==> src/rtl/minimum_image_distance_squared_macros.svh <==
// Assertion macros shared by the minimum-image distance RTL.
// Each macro expects a clock named clk and an active-low reset named arst_n in scope.
`ifndef MINIMUM_IMAGE_DISTANCE_SQUARED_MACROS_SVH
`define MINIMUM_IMAGE_DISTANCE_SQUARED_MACROS_SVH

// Consequent checked in the same cycle as the antecedent.
`define MIDS_ASSERT_IMPL(lbl, ante, cons, msg) \
	lbl: assert property (@(posedge clk) disable iff (!arst_n) (ante) |-> (cons)) \
		else $error(msg);

// Consequent checked in the cycle after the antecedent.
`define MIDS_ASSERT_NEXT(lbl, ante, cons, msg) \
	lbl: assert property (@(posedge clk) disable iff (!arst_n) (ante) |=> (cons)) \
		else $error(msg);

`endif

==> src/rtl/mids_pkg.sv <==
// Package for the minimum-image distance block: widths, pipeline depths and
// register indexes. No dependencies.
`timescale 1ns / 1ps
`default_nettype none

package mids_pkg;

	localparam int COORD_W   = 32;
	localparam int BOX_W     = 31;
	localparam int DIFF_W    = COORD_W + 1;
	localparam int SQ_W      = 61;
	localparam int DIST_W    = 62;
	localparam int CFG_IDX_W = 2;

	// Remainder unit: restoring, DIV_STEPS bits per stage.
	localparam int DIV_STEPS  = 4;
	localparam int DIV_STAGES = (DIFF_W + DIV_STEPS - 1) / DIV_STEPS;
	localparam int DVD_W      = DIV_STAGES * DIV_STEPS;

	// Fold unit registers: difference, remainder stages, final fold.
	localparam int FOLD_LAT = DIV_STAGES + 2;
	// Plus the square stage and the sum stage.
	localparam int LATENCY  = FOLD_LAT + 2;

	localparam logic [BOX_W-1:0]  BOX_RESET = BOX_W'(655360);
	localparam logic [DIST_W-1:0] DIST_MAX  = DIST_W'(64'h3000_0000_0000_0000);

	typedef enum logic [CFG_IDX_W-1:0] {
		REG_BOX_X = 2'd0,
		REG_BOX_Y = 2'd1,
		REG_BOX_Z = 2'd2
	} cfg_reg_t;

	// Pipeline control handed to each fold unit.
	typedef struct packed {
		logic en;
	} fold_ctrl_t;

endpackage

`default_nettype wire

==> src/rtl/mids_fold.sv <==
// One axis of the minimum-image fold: difference, pipelined restoring remainder
// by the box length, and the final shift into the half-open half-box range. Uses mids_pkg.
`timescale 1ns / 1ps
`default_nettype none

module mids_fold (
	input  logic                                clk,
	input  mids_pkg::fold_ctrl_t                ctrl,
	input  logic signed [mids_pkg::COORD_W-1:0] a,
	input  logic signed [mids_pkg::COORD_W-1:0] b,
	input  logic [mids_pkg::BOX_W-1:0]          len,
	output logic signed [mids_pkg::COORD_W-1:0] dr,
	output logic [mids_pkg::BOX_W-1:0]          mag
);
	import mids_pkg::*;

	logic signed [DIFF_W-1:0] diff;
	logic [DIFF_W-1:0]        diff_mag;
	logic [DVD_W-1:0]         dvd_s [0:DIV_STAGES];
	logic [BOX_W-1:0]         rem_s [0:DIV_STAGES];
	logic                     neg_s [0:DIV_STAGES];
	logic [BOX_W-1:0]         m;
	logic                     over;

	assign diff     = {b[COORD_W-1], b} - {a[COORD_W-1], a};
	assign diff_mag = diff[DIFF_W-1] ? DIFF_W'(-diff) : DIFF_W'(diff);

	always_ff @(posedge clk) begin
		if (ctrl.en) begin
			dvd_s[0] <= DVD_W'(diff_mag);
			rem_s[0] <= '0;
			neg_s[0] <= diff[DIFF_W-1];
		end
	end

	// Each stage brings down DIV_STEPS dividend bits, most significant first.
	for (genvar k = 0; k < DIV_STAGES; k++) begin : g_div
		logic [BOX_W:0]   sh;
		logic [BOX_W-1:0] r;

		always_comb begin
			r  = rem_s[k];
			sh = '0;
			for (int j = 0; j < DIV_STEPS; j++) begin
				sh = {r, dvd_s[k][DVD_W-1-j]};
				if (sh >= {1'b0, len}) begin
					r = BOX_W'(sh - {1'b0, len});
				end else begin
					r = sh[BOX_W-1:0];
				end
			end
		end

		always_ff @(posedge clk) begin
			if (ctrl.en) begin
				dvd_s[k+1] <= dvd_s[k] << DIV_STEPS;
				rem_s[k+1] <= r;
				neg_s[k+1] <= neg_s[k];
			end
		end
	end

	// A negative difference with a non-zero remainder lands at len minus the remainder.
	assign m = (neg_s[DIV_STAGES] && (rem_s[DIV_STAGES] != '0)) ?
		BOX_W'(len - rem_s[DIV_STAGES]) : rem_s[DIV_STAGES];
	assign over = {m, 1'b0} > {1'b0, len};

	always_ff @(posedge clk) begin
		if (ctrl.en) begin
			dr  <= over ? COORD_W'({1'b0, m} - {1'b0, len}) : COORD_W'({1'b0, m});
			mag <= over ? BOX_W'(len - m) : m;
		end
	end

endmodule

`default_nettype wire
==> config.mk <==
export PLATFORM = sky130hd
export DESIGN_NAME = mids_fold
export DESIGN_NICKNAME = d
export VERILOG_FILES = /design/src/rtl/minimum_image_distance_squared_macros.svh /design/src/rtl/mids_pkg.sv /design/src/rtl/mids_fold.sv
export SDC_FILE = /design/constraint.sdc
export NUM_CORES = 2
export LEC_CHECK = 0
export ABC_AREA = 0
export ABC_CLOCK_PERIOD_IN_PS = 16400
export BUFFER_PORTS_ARGS = -buffer_cell sky130_fd_sc_hd__buf_4
export CAP_MARGIN = 10
export CORE_ASPECT_RATIO = 1.75
export CORE_MARGIN = 5
export CORE_UTILIZATION = 50
export DETAILED_ROUTE_END_ITERATION = 8
export PLACE_DENSITY = 0.66
export SLEW_MARGIN = 20
export SYNTH_ARGS = -nofsm -noshare
export SYNTH_HDL_FRONTEND = slang
export SYNTH_SLANG_ARGS = --single-unit
export TNS_END_PERCENT = 100
==> constraint.sdc <==
create_clock -name clk -period 16.4 [get_ports clk]
set_input_delay 2.46 -clock clk [delete_from_list [all_inputs] [get_ports clk]]
set_output_delay 2.46 -clock clk [all_outputs]
set_load 0.02 [all_outputs]
==> impl_metrics.py <==
metrics = {
    "outcome": {
        "outcome": "finished clean",
    },
    "global_routing": {
        "grtUsageTotal_pct": 35.9,
        "gr-total-overflow": 0,
        "grt_pass1_vias": 86800,
        "antenna_found_initial": 11,
        "grt_max_degree": 111,
        "grt_pass1_wl_mm": 515,
    },
    "floorplan": {
        "fp.dieH_um": 567,
        "core_mm2": 0.177,
        "die_w_um": 329,
        "io_pins": 160,
        "fp-row-count": 204,
        "start_util_pct": 50.3,
        "die-area_mm2": 0.186,
    },
    "sta": {
        "relSlewSlack_pct": 20.3,
        "layout_min_cycle_time_ps": 15610,
        "tightest_slew_ps": 1180,
        "finalCritPeriodShare_pct": 95.2,
        "setup_tns_ps": 0,
        "fmaxAchievable_ghz": 0.0640,
        "finalClockSkew_ps": 71.4,
        "rsz0062_at_grt": "no",
        "slew_viol_final": 0,
        "finalSetupViolations": 0,
        "hold_viol_final": 0,
        "setup_slack_ps": 787,
    },
    "placement": {
        "gp_congestion": 1.05,
        "placed_cell_area_mm2": 0.0949,
        "pre_cts_slack_ps": 201,
        "io_buffers": 159,
        "hpwl_mm": 282,
    },
    "critical_path": {
        "cpPeakStageDelay_ps": 680,
        "cp_data_required_time_ps": 16860,
        "worstPathArrival_ps": 16070,
        "slowest_stage": "o21ai_4",
        "worstPathMaxFanout": 49,
        "path_buf_inv": 8,
        "crit_path_end_kind": "flip-flop",
        "critPathLaunchType": "input port",
        "crit_family": "compound AO/OA/AOI/OAI gates",
        "worstSetupPathType": "input port to flip-flop",
        "cpMostUsedCell": "a21o_1",
    },
    "final_layout": {
        "syn_to_final_growth_pct": 9.19,
        "drive_above_1_share_pct": 10.2,
        "fill_cells": 16700,
        "final-seq-area_mm2": 0.0159,
        "nNetsFinal": 12600,
        "multi_input_area_mm2": 0.0701,
        "fin_area_mm2": 0.0969,
    },
    "cts": {
        "cts_tree": "done",
        "htreeDepth": 2,
        "clock_sink_count": 528,
        "postCtsHoldBufs": 0,
        "root_buffer": "clkbuf_16",
        "cts-resized-gates": 0,
        "worst_skew_pair.late_latency_ps": 780,
        "cts_buffer_depth": 3,
        "post_cts_buffers": 0,
        "path_clk_slew_ps": 90,
        "cts_buffers": 58,
    },
    "drt": {
        "totalWireLength_mm": 353,
        "via_count": 88000,
        "drt_first_pass_iters": 8,
        "viasPerCell": 6.44,
        "ant_nets": 0,
        "wl_per_cell_um": 25.8,
        "drc_errors": 0,
        "drt_iter0_drc": 6251,
    },
    "synth": {
        "yosysTopAreaCell": "edfxtp_1",
        "postSynthCellCount": 10900,
        "async_flop_share_pct": 0,
        "synth_seq_area_share_pct": 17.9,
        "synth_fa_ha_area_share_pct": 18.3,
        "yosys_warnings": 0,
        "synth_area_per_cell_um2": 8.11,
        "synth_top_family_by_area": "compound AO/OA/AOI/OAI gates",
        "synth-main-ff-cell": "edfxtp_1",
        "synth_seq_cells": 528,
        "synthSimpleGateAreaFrac_pct": 16.5,
        "synth_area_mm2": 0.0888,
        "synth-compound-area-share_pct": 26.5,
        "ys_top_cells_by_area": "edfxtp_1 18%, ha_1 17%, xnor2_1 6.7%",
        "synth-edff-count": 528,
        "yosysTopAreaCellShare_pct": 17.9,
        "synthXorXnorAreaFrac_pct": 9.99,
        "synth_cell_types": 108,
        "synth_mux_area_share_pct": 7.41,
    },
    "run": {
        "cap_violations": 0,
    },
    "worst_hold_path": {
        "hold_class": "flip-flop to flip-flop",
    },
}
-- synth_stat cells, types with 152 or more instances --
cell type  count
nand2b_1     152
nand2_1      819
inv_1        502
nor2_1       828
o21a_1       193
edfxtp_1     528
nor3_1       202
mux2_2       387
a21oi_1     1138
o21bai_1     153
ha_1        1239
nor2b_1      168
clkbuf_1     176
a21o_1       497
nand3_1      249
o21ai_0      816
xor2_1       331
xnor2_1      682
-- logic make-up (layout without fill, tap and decap cells) --
family / Yosys count / after routing
other cells: 1 / 18
mux: 595 / 595
compound gates: 3717 / 3717
xor+xnor: 1013 / 1013
flops: 528 / 528
simple gates: 3043 / 3043
fa+ha+maj: 1276 / 1276
buf+inv: 775 / 1114
-- cells in the final DEF, fill, tap and decap left out, types with 201 or more instances in the layout --
master    count
a21oi_1    1135
nor2_1      827
xnor2_1     682
buf_4       474
nor3_1      201
nand2_1     819
mux2_2      387
a21o_1      497
nand3_1     249
xor2_1      331
inv_1       472
ha_1       1239
edfxtp_1    528
o21ai_0     811
-- final cells by class --
type                       count  share of cell area (%)
clock buffer                  61                    1.51
clock inverter                45                   0.555
timing repair buffer         502                    4.24
multi-input combinational   9658                    72.3
tap                         2369                    3.06
antenna                        4                  0.0103
inverter                     506                    1.96
sequential                   528                    16.4
-- per-stage QoR --
step | std cells | hold slack (ps) | util, %
finish | 13700 | 375 | 54.9
global route | 13700 | 350 | 54.9
detailed placement | 13600 | 405 | 53.7
global placement | 13600 | 400 | 53.7
CTS | 13700 | 346 | 54.9
floorplan | 11000 | 400 | -
-- path summary, 6_finish.rpt --
| check | start | endpoint | slack [ps] | cells after the start |
|---|---|---|---|---|
| worst max register to register | dvd_s[1][35] | rem_s[2][18] | 2740 | 51 |
| worst min-delay path | dvd_s[2][12] | dvd_s[3][16] | 370 | 0 |
| worst max-delay path | len[0] | rem_s[2][18] | 790 | 52 |
| worst min register to register | dvd_s[2][12] | dvd_s[3][16] | 370 | 0 |
-- registers in the layout, indices dropped and copies added (netlist names) --
name and cells:
dr 32, dvd_s 177, mag 30, neg_s 10
rem_s 279
-- metal layers --
layer	track usage [%]	wire, µm
met1	37.6	126000
met4	32.4	39800
met5	0	56
met2	62.2	167000
met3	4.87	19700
Power is left out: the tool's default activity adds up to more than one toggle a clock period on the data nets, which glitch-free logic cannot reach.
